--- config.mk ---
export PLATFORM = sky130hd
export DESIGN_NAME = multi_slot_event_timer
export DESIGN_NICKNAME = d
export VERILOG_FILES = /design/src/sv/mset_pkg.sv /design/src/sv/multi_slot_event_timer.sv
export SDC_FILE = /design/constraint.sdc
export NUM_CORES = 2
export LEC_CHECK = 0
export ABC_AREA = 1
export BUFFER_PORTS_ARGS = -buffer_cell sky130_fd_sc_hd__buf_2
export CAP_MARGIN = 0
export CORE_MARGIN = 2
export CORE_UTILIZATION = 59
export DETAILED_ROUTE_END_ITERATION = 10
export PLACE_DENSITY = 0.81
export SLEW_MARGIN = 20
export SYNTH_ARGS = -nofsm -noshare
export SYNTH_HDL_FRONTEND = slang
export SYNTH_SLANG_ARGS = --single-unit
export TNS_END_PERCENT = 1
--- constraint.sdc ---
create_clock -name clk_i -period 9.2 [get_ports clk_i]
set_input_delay 1.84 -clock clk_i [delete_from_list [all_inputs] [get_ports clk_i]]
set_output_delay 1.84 -clock clk_i [all_outputs]
set_load 0.02 [all_outputs]
--- src/sv/mset_pkg.sv ---
// Package: shared types and codes for the multi-slot event timer.
`default_nettype none
package mset_pkg;

  // Number of timer slots; the four-bit slot fields cover exactly this many.
  localparam int SLOT_COUNT = 16;

  typedef enum logic [2:0] {
    CMD_TICK     = 3'd0,
    CMD_ONESHOT  = 3'd1,
    CMD_PERIODIC = 3'd2,
    CMD_CANCEL   = 3'd3,
    CMD_PAUSE    = 3'd4,
    CMD_RESUME   = 3'd5,
    CMD_RESET    = 3'd6,
    CMD_QUERY    = 3'd7
  } cmd_e;

  typedef enum logic [1:0] {
    ST_OK       = 2'd0,
    ST_INACTIVE = 2'd1,
    ST_NO_SLOT  = 2'd2,
    ST_BAD_ARG  = 2'd3
  } status_e;

  localparam logic [15:0] LATE_RESET = 16'd100;

  typedef struct packed {
    logic [2:0]  cmd;
    logic [3:0]  slot_index;
    logic [31:0] now_ms;
    logic [30:0] delay_ms;
    logic [30:0] interval_ms;
    logic [15:0] repeat_count;
  } in_word_t;

  typedef struct packed {
    logic [1:0]  status;
    logic [3:0]  result_slot;
    logic        fired;
    logic        missed_deadline;
    logic        slot_active;
    logic [30:0] remaining_ms;
    logic        last;
  } out_word_t;

  // One timer slot's stored fields.
  typedef struct packed {
    logic [30:0] period;
    logic [31:0] due;
    logic [15:0] reps;
  } slot_ent_t;

endpackage
`default_nettype wire

--- src/sv/multi_slot_event_timer.sv ---
// Top level: multi-slot event timer with slot table held in a synchronous memory.
//
// channel | direction | handshake               | payload
// in      | input     | in_valid_i/in_ready_o   | mset_pkg::in_word_t
// out     | output    | out_valid_o/out_ready_i | mset_pkg::out_word_t
// cfg     | input     | cfg_we_i                | late_threshold_ms (16 bits)
//
// A tick reads slot 0 in the accepting cycle, then scans one slot per cycle while
// no firing slot waits on the held word, then sends the final word in S_OUT.
// Each firing word is held one slot back so that the final one carries last.
// Single-slot commands read the slot, then modify it and write it back.
// Reset clears the marks and restores the threshold to 100; the slot memory
// is not cleared. A word waiting on out_ready_i holds the sequencer.
`default_nettype none
module multi_slot_event_timer (
  input  wire logic               clk_i,
  input  wire logic               rst_ni,
  input  wire logic               cfg_we_i,
  input  wire logic [15:0]        cfg_data_i,
  input  wire logic               in_valid_i,
  output logic                    in_ready_o,
  input  wire mset_pkg::in_word_t in_data_i,
  output logic                    out_valid_o,
  input  wire logic               out_ready_i,
  output mset_pkg::out_word_t     out_data_o
);

  localparam int SLOT_COUNT = mset_pkg::SLOT_COUNT;
  localparam int IW = (SLOT_COUNT > 1) ? $clog2(SLOT_COUNT) : 1;
  localparam int CW = $clog2(SLOT_COUNT + 1);

  localparam logic [2:0] S_IDLE = 3'd0;
  localparam logic [2:0] S_RD   = 3'd1;  // single slot: data arriving
  localparam logic [2:0] S_TICK = 3'd2;  // scan
  localparam logic [2:0] S_OUT  = 3'd3;  // send the tick's final word

  logic [2:0] state_q, state_d;
  logic [15:0] late_q;
  logic [SLOT_COUNT-1:0] act_q, pau_q, per_q;
  mset_pkg::in_word_t req_q;
  mset_pkg::slot_ent_t mem [SLOT_COUNT];
  mset_pkg::slot_ent_t rd_q;
  logic [IW-1:0] rd_addr;
  logic rd_en;
  logic wr_en;
  logic [IW-1:0] wr_addr;
  mset_pkg::slot_ent_t wr_data;
  logic [CW-1:0] scan_q, scan_d;   // slot whose data is in rd_q
  logic pend_v_q, pend_v_d;
  mset_pkg::out_word_t pend_q, pend_d;
  logic out_valid_q;
  mset_pkg::out_word_t out_q;
  logic emit;
  mset_pkg::out_word_t emit_w;
  logic [IW-1:0] free_idx;
  logic free_ok;
  logic live;
  logic [IW-1:0] si;
  logic [SLOT_COUNT-1:0] act_d, pau_d, per_d;
  logic out_free;

  assign out_free = !out_valid_q || out_ready_i;

  // Lowest inactive slot.
  always_comb begin
    free_idx = '0;
    free_ok = 1'b0;
    for (int i = SLOT_COUNT - 1; i >= 0; i--) begin
      if (!act_q[i]) begin
        free_idx = IW'(i);
        free_ok = 1'b1;
      end
    end
  end

  assign si = req_q.slot_index[IW-1:0];
  assign live = ({28'd0, req_q.slot_index} < SLOT_COUNT) && act_q[si];

  always_ff @(posedge clk_i) begin
    if (wr_en) mem[wr_addr] <= wr_data;
    if (rd_en) rd_q <= mem[rd_addr];
  end

  always_comb begin
    logic [IW-1:0] cur;
    logic [31:0] late;
    logic [31:0] nxt;
    logic [31:0] dd;
    logic [31:0] rem;
    logic [15:0] reps;
    logic done;
    logic fire;
    logic go;
    state_d = state_q;
    scan_d = scan_q;
    pend_v_d = pend_v_q;
    pend_d = pend_q;
    act_d = act_q;
    pau_d = pau_q;
    per_d = per_q;
    rd_en = 1'b0;
    rd_addr = '0;
    wr_en = 1'b0;
    wr_addr = '0;
    wr_data = rd_q;
    emit = 1'b0;
    emit_w = '0;
    cur = scan_q[IW-1:0];
    late = '0;
    nxt = '0;
    dd = '0;
    rem = '0;
    reps = '0;
    done = 1'b0;
    fire = 1'b0;
    go = 1'b0;
    unique case (state_q)
      S_IDLE: begin
        if (in_valid_i) begin
          rd_en = 1'b1;
          rd_addr = (in_data_i.cmd == mset_pkg::CMD_TICK) ? '0 : in_data_i.slot_index[IW-1:0];
          scan_d = '0;
          pend_v_d = 1'b0;
          state_d = (in_data_i.cmd == mset_pkg::CMD_TICK) ? S_TICK : S_RD;
        end
      end
      S_TICK: begin
        late = req_q.now_ms - rd_q.due;
        fire = act_q[cur] && !pau_q[cur] && !late[31];
        // a firing slot may only settle once the held word can leave
        go = !fire || !pend_v_q || out_free;
        if (fire && go) begin
          if (pend_v_q) begin
            emit = 1'b1;
            emit_w = pend_q;
          end
          pend_v_d = 1'b1;
          pend_d = '0;
          pend_d.result_slot = 4'(cur);
          pend_d.fired = 1'b1;
          pend_d.missed_deadline = late > {16'd0, late_q};
          if (per_q[cur]) begin
            reps = rd_q.reps;
            if (reps != 16'd0) begin
              reps = reps - 16'd1;
              done = (reps == 16'd0);
            end
            wr_data.reps = reps;
            nxt = rd_q.due + {1'b0, rd_q.period};
            dd = req_q.now_ms - nxt;
            wr_data.due = (dd != 0 && !dd[31]) ? req_q.now_ms + {1'b0, rd_q.period} : nxt;
            if (done) act_d[cur] = 1'b0;
          end else begin
            act_d[cur] = 1'b0;
          end
          wr_en = 1'b1;
          wr_addr = cur;
        end
        if (go) begin
          if (scan_q == CW'(SLOT_COUNT - 1)) begin
            state_d = S_OUT;
          end else begin
            scan_d = scan_q + CW'(1);
            rd_en = 1'b1;
            rd_addr = IW'(scan_q + CW'(1));
          end
        end
      end
      S_OUT: begin
        // Send the held firing, or an idle word when nothing fired.
        if (out_free) begin
          emit = 1'b1;
          if (pend_v_q) emit_w = pend_q;
          emit_w.last = 1'b1;
          pend_v_d = 1'b0;
          state_d = S_IDLE;
        end
      end
      S_RD: begin
        if (out_free) begin
          emit = 1'b1;
          emit_w.result_slot = req_q.slot_index;
          emit_w.last = 1'b1;
          emit_w.status = mset_pkg::ST_INACTIVE;
          state_d = S_IDLE;
          unique case (mset_pkg::cmd_e'(req_q.cmd))
            mset_pkg::CMD_ONESHOT, mset_pkg::CMD_PERIODIC: begin
              emit_w.result_slot = '0;
              if (req_q.cmd == mset_pkg::CMD_PERIODIC && req_q.interval_ms == '0) begin
                emit_w.status = mset_pkg::ST_BAD_ARG;
              end else if (!free_ok) begin
                emit_w.status = mset_pkg::ST_NO_SLOT;
              end else begin
                emit_w.status = mset_pkg::ST_OK;
                emit_w.result_slot = 4'(free_idx);
                act_d[free_idx] = 1'b1;
                pau_d[free_idx] = 1'b0;
                wr_en = 1'b1;
                wr_addr = free_idx;
                if (req_q.cmd == mset_pkg::CMD_ONESHOT) begin
                  per_d[free_idx] = 1'b0;
                  wr_data.period = '0;
                  wr_data.reps = 16'd1;
                  wr_data.due = req_q.now_ms + {1'b0, req_q.delay_ms};
                end else begin
                  per_d[free_idx] = 1'b1;
                  wr_data.period = req_q.interval_ms;
                  wr_data.reps = req_q.repeat_count;
                  wr_data.due = req_q.now_ms + {1'b0, (req_q.delay_ms != '0) ?
                                req_q.delay_ms : req_q.interval_ms};
                end
              end
            end
            mset_pkg::CMD_CANCEL: begin
              if (live) begin
                emit_w.status = mset_pkg::ST_OK;
                act_d[si] = 1'b0;
                pau_d[si] = 1'b0;
              end
            end
            mset_pkg::CMD_PAUSE: begin
              if (live) begin
                emit_w.status = mset_pkg::ST_OK;
                pau_d[si] = 1'b1;
              end
            end
            mset_pkg::CMD_RESUME: begin
              if (live && pau_q[si]) begin
                emit_w.status = mset_pkg::ST_OK;
                pau_d[si] = 1'b0;
                wr_en = 1'b1;
                wr_addr = si;
                wr_data.due = req_q.now_ms + {1'b0, rd_q.period};
              end
            end
            mset_pkg::CMD_RESET: begin
              if (req_q.interval_ms == '0) begin
                emit_w.status = mset_pkg::ST_BAD_ARG;
              end else if (live && per_q[si]) begin
                emit_w.status = mset_pkg::ST_OK;
                wr_en = 1'b1;
                wr_addr = si;
                wr_data.period = req_q.interval_ms;
                wr_data.due = req_q.now_ms + {1'b0, req_q.interval_ms};
              end
            end
            mset_pkg::CMD_QUERY: begin
              if (live) begin
                emit_w.status = mset_pkg::ST_OK;
                emit_w.slot_active = 1'b1;
                rem = rd_q.due - req_q.now_ms;
                emit_w.remaining_ms = rem[31] ? '0 : rem[30:0];
              end
            end
            default: ;
          endcase
        end
      end
      default: begin
        state_d = S_IDLE;
      end
    endcase
  end

  always_ff @(posedge clk_i or negedge rst_ni) begin
    if (!rst_ni) begin
      state_q <= S_IDLE;
      late_q <= mset_pkg::LATE_RESET;
      act_q <= '0;
      pau_q <= '0;
      per_q <= '0;
      scan_q <= '0;
      pend_v_q <= 1'b0;
      out_valid_q <= 1'b0;
    end else begin
      state_q <= state_d;
      scan_q <= scan_d;
      pend_v_q <= pend_v_d;
      act_q <= act_d;
      pau_q <= pau_d;
      per_q <= per_d;
      if (cfg_we_i) late_q <= cfg_data_i;
      if (emit) out_valid_q <= 1'b1;
      else if (out_ready_i) out_valid_q <= 1'b0;
    end
  end

  always_ff @(posedge clk_i) begin
    if (state_q == S_IDLE && in_valid_i) req_q <= in_data_i;
    if (emit) out_q <= emit_w;
    pend_q <= pend_d;
  end

  assign in_ready_o = (state_q == S_IDLE);
  assign out_valid_o = out_valid_q;
  assign out_data_o = out_q;

  ap_one_result: assert property (@(posedge clk_i) disable iff (!rst_ni)
    (out_valid_q && !out_ready_i) |=> !emit || out_ready_i || !out_valid_q)
    else $error("result overwritten while held");
  ap_hold_word: assert property (@(posedge clk_i) disable iff (!rst_ni)
    (out_valid_q && !out_ready_i) |=> (out_valid_q && $stable(out_q)))
    else $error("held result changed");
  ap_idle_ready: assert property (@(posedge clk_i) disable iff (!rst_ni)
    (state_q == S_IDLE) |-> in_ready_o)
    else $error("idle sequencer refuses input");
  ap_scan_range: assert property (@(posedge clk_i) disable iff (!rst_ni)
    scan_q < CW'(SLOT_COUNT))
    else $error("scan index beyond table");

endmodule
`default_nettype wire

[After elaboration in Yosys (flattened, before gate mapping)]
Memory sizes are Yosys's and may differ from the RTL's. A register that Yosys moved wholly into a read port is not among the register bits.
Cells that the tools add are included.
W data, S select, Z words.
Cells by class
  mux-type cells: 155
  bitwise logic cells: 12
  reductions and logical operators: 42
  order comparisons: 7
  add/sub/neg operators: 10
  eq/ne operators: 29
Operator list (count)
  $mux W79: 4
  $mux W16: 15
  $add A32 B31 Y32: 5
  $mux W32: 4
  $mux W63: 2
  $mux W4: 28
  $pmux W33 S3: 1
  $mux W48: 2
  $pmux W32 S3: 1
  $pmux W48 S2: 1
  $sub A32 B32 Y32: 3
  $mux W31: 3
  $and A16 B16 Y16: 5
  $mux W39: 2
  $pmux W16 S2: 2
  $pmux W16 S4: 1
  $pmux W31 S2: 1
  $mux W1: 52
  $not A16 Y16: 3
  $or A16 B16 Y16: 3
  $mux W41: 1
  $mux W33: 1
  $gt A32 B16 Y1: 1
  $reduce_bool A32 Y1: 1
  other kinds (45): 113
Word-level totals
  memory bits (writable): 1264
  register bits: 237
  output and inout bits: 43
  memories: 1
Memories
  mem: depth 16, bits a word 79, read ports 1, clocked after Yosys merged registers in 1, wr ports 1, line multi_slot_event_timer.sv:41  | mset_pkg::slot_ent_t mem [SLOT_COUNT];

[Depth between registers and ports, before layout]
  depth after elaboration: 26
  depth in mapped cells: 35
  gate-level depth less buffers: 34

[Worst setup path after synthesis]
No wires, ideal clock.
  kind: input-to-reg
  start: input port out_ready_i
  end: memory mem[13][0] in the netlist's numbering (enable)
  setup slack: 2.092 ns
  stages on the path: 9
  data required time: 8.683 ns
  data arrival time: 6.591 ns
  path buffers: 1
  cells stage by stage: nor2_1 > nor2_1 > inv_1 > nor2_1 > clkbuf_1 > inv_1 > o22ai_1 > nand3_1 > nor2_1
Between the ends
  cells in the longest elaborated chain, start to end: 7
  elaborated cells between the ends (all ways): 11
  those cells by class: 8 x mux; 3 x reduce/logical
Ends and longest elaborated chain
  from (decl): line multi_slot_event_timer.sv:24  | input wire logic out_ready_i,
  $logic_or A1 B1 Y1 (*): line multi_slot_event_timer.sv:62  | assign out_free = !out_valid_q || out_ready_i;
  $logic_or A1 B1 Y1: line multi_slot_event_timer.sv:131  | go = !fire || !pend_v_q || out_free;
  $logic_and A1 B1 Y1: line multi_slot_event_timer.sv:132  | if (fire && go) begin
  $mux W1: line multi_slot_event_timer.sv:132
  $pmux W1 S2: line multi_slot_event_timer.sv:117  | unique case (state_q)
  $mux W1: line multi_slot_event_timer.sv:80  | if (wr_en) mem[wr_addr] <= wr_data;
  $mux W1 (not written as such): line multi_slot_event_timer.sv:80
  to (decl): line multi_slot_event_timer.sv:41
Mark *: on every way between the ends. The rest lies on a longest branch, timed or not.

==> qor.yml <==
run_status:
  outcome: "complete, no violations"
synthesis:
  syn_nets: 9319
  synth_area_leaders: "edfxtp_1 (55%), nand2_1 (12%), nand3_1 (7.2%)"
  synth_top_area_cell: "edfxtp_1"
  synthArstFlopShare: 0.0462
  yosys_warnings: 0
  seq_area_frac_synth: 0.569
  syn_area_um2: 82600
  synth_cells: 8930
  ys_ff_latch: 1579
  yosysTopAreaCellShare: 0.547
  avgSynthCellArea_um2: 9.25
  yosysMostFrequentCell: "nand2_1"
  synthDistinctLibCells: 65
  synth_flop_cell: "edfxtp_1"
  synth_common_cells: "nand2_1 (2749), edfxtp_1 (1506), nand3_1 (1192)"
  synth_edf_count: 1506
routing:
  num_vias: 69900
  wl_um: 298000
  wl_per_cell_um: 27.1
  drt_iter0_markers: 11300
  ant_nets: 0
  viasPerCell: 6.34
  drt-pass1-iter-count: 7
  drc: 0
global_routing:
  antenna_found_initial: 26
  grt_first_pass_wirelength_um: 429000
  grt_usage: 0.412
  overflow: 0
  grt_max_degree: 169
  grt_pass1_vias: 65800
floorplan:
  ios: 181
  design.core.area_um2: 139000
  initial_core_util: 0.594
  fp.dieW_um: 378
  dieArea_um2: 143000
  die_y_um: 378
  placementRows: 137
clock_tree:
  clkLatencyLatePin_ns: 0.85
  cts_resized: 0
  htreeDepth: 4
  clock-sinks: 1579
  tritoncts: "done"
  cts-root-buf: "clkbuf_16"
  clk_pin_slew_ns: 0.06
  post_cts_buffers: 0
  hold_buffers: 0
  cts_max_path_buffers: 3
  cts_made_buffers: 160
timing:
  fmax_ghz: 0.134
  slew_headroom: 0.132
  period_share: 0.813
  rsz0062_at_grt: "false"
  setup-violations-final: 0
  skew_ns: 0.0897
  slew_viol_final: 0
  post-route-min-period_ns: 7.48
  worstMarginPinSlew_ns: 1.29
  hold_viol_final: 0
  tns_ns: 0
power_and_ir_drop:
  peakVddDrop_mv: 0.366
  p_leak_uw: 0.0373
  power_density_nw_per_um2: 429
worst_setup_path:
  end_kind: "flop"
  worstSetupPathType: "reg -> reg"
  crit_arrival_ns: 8.14
  cpMaxStageDelayCell: "a21oi_1"
  crit_fanout: 19
  ff2ff_setup_slack_ns: 1.72
  timing.rr.start: "rd_q[16]"
  crit_required_ns: 9.86
  crit_end: "mem[4][42]"
  worstSetupStartpoint: "rd_q[16]"
  rr_worst_depth: 35
  startpoint_type: "flop"
  reg2reg_to: "mem[4][42]"
  crit_top_cell: "nand2_1"
  critPathMaxStageDelay_ns: 0.51
cells_and_area:
  fin_nets: 9403
  drive_gt1_frac: 0.0756
  area.growth.synth_to_final_pct: 9.93
  finalCoreUtilization: 0.653
  final_cells: 11000
  final_design_area_no_fill_um2: 90800
placed_design:
  numPortBuffers: 180
  dp_cells: 10700
  placed_cell_area_um2: 85500
  place_congestion: 1.10
  dpl.hpwl_um: 194000
hold_path:
  hold_path.class: "reg -> reg"
run:
  drv_cap: 0
[state kept, by name (all words and copies together), names as in the netlist, 2 cells and up, named ones only]
name,count
state_q,2
mem,1264
out_data_o,41
rd_q,79
late_q,16
act_q,16
si,4
scan_q,5
req_q,113
pend_q,5
pau_q,16
[layer usage]
layer  global-route usage  routed length, µm
met5                    0                131
met4                0.203              16400
met3                0.106              41800
met2                0.616             130000
met1                0.560             110000
[cells by family (layout without fill, tap and decap cells)]
family          count (synthesis)  after routing  synth area share
buf+inv                      1145           1358            0.0597
mux                             2              2          0.000257
fa+ha+maj                     251            251            0.0386
simple gates                 4550           4550             0.230
other cells                     0              7                 0
xor+xnor                      153            153            0.0162
flops                        1579           1579             0.569
compound gates               1250           1250            0.0859
[critical path: cells and delay by family (launching register included)]
kind	cells	cell delay, ns
compound gates	7	2.13
xor+xnor	1	0.38
fa+ha+maj	3	1.08
buf+inv	4	1.00
flops	1	0.49
simple gates	20	2.22
[report_power, final]
| part | internal, µW | switching (µW) | leakage, µW | total, µW |
|---|---|---|---|---|
| Clock | 3580 | 2940 | 0.00253 | 6520 |
| Sequential | 10500 | 680 | 0.0146 | 11100 |
| Combinational | 5640 | 15600 | 0.0201 | 21300 |
[cell type report]
class,instances,area (µm²)
repair buffers,362,2520
fillers,10800,48400
multi-input cells,6206,30900
clock buffers,194,4180
flip-flops and latches,1579,47100
diodes,7,17.5
well taps,1876,2350
clock inverters,97,1100
inverters,705,2670
[layout by cell type (no fill, tap or decap), drive strengths merged, types with 70 or more instances in the layout]
cell    synthesis  layout
nand2        2757    2757
edfxtp       1506    1506
nand3        1195    1195
inv           702     708
a21oi         545     545
nor2          452     452
o21ai         370     370
buf           298     360
ha            244     244
clkbuf        142     196
o211ai        101     101
xor2           96      96
clkinv          3      75
dfrtp          70      70
[through the flow]
| step | total power [µW] | setup WS (ns) | hold WS, ns |
|---|---|---|---|
| floorplan | 24200 | 2.09 | 0.420 |
| global placement | 31400 | 2.07 | 0.471 |
| detailed placement | 31600 | 2.06 | 0.480 |
| CTS | 38100 | 2.04 | 0.495 |
| global route | 40800 | 1.30 | 0.511 |
| finish | 39000 | 1.72 | 0.500 |
[worst min path at each step]
stage	from	end	depth (start not counted)
floorplan	scan_q[2]	pend_q[37]	0
global placement	flop	flop	2
detailed placement	flop	flop	2
CTS	flop	flop	2
global route	flop	flop	2
finish	flop	flop	2
Power figures use the tool's default switching activity.
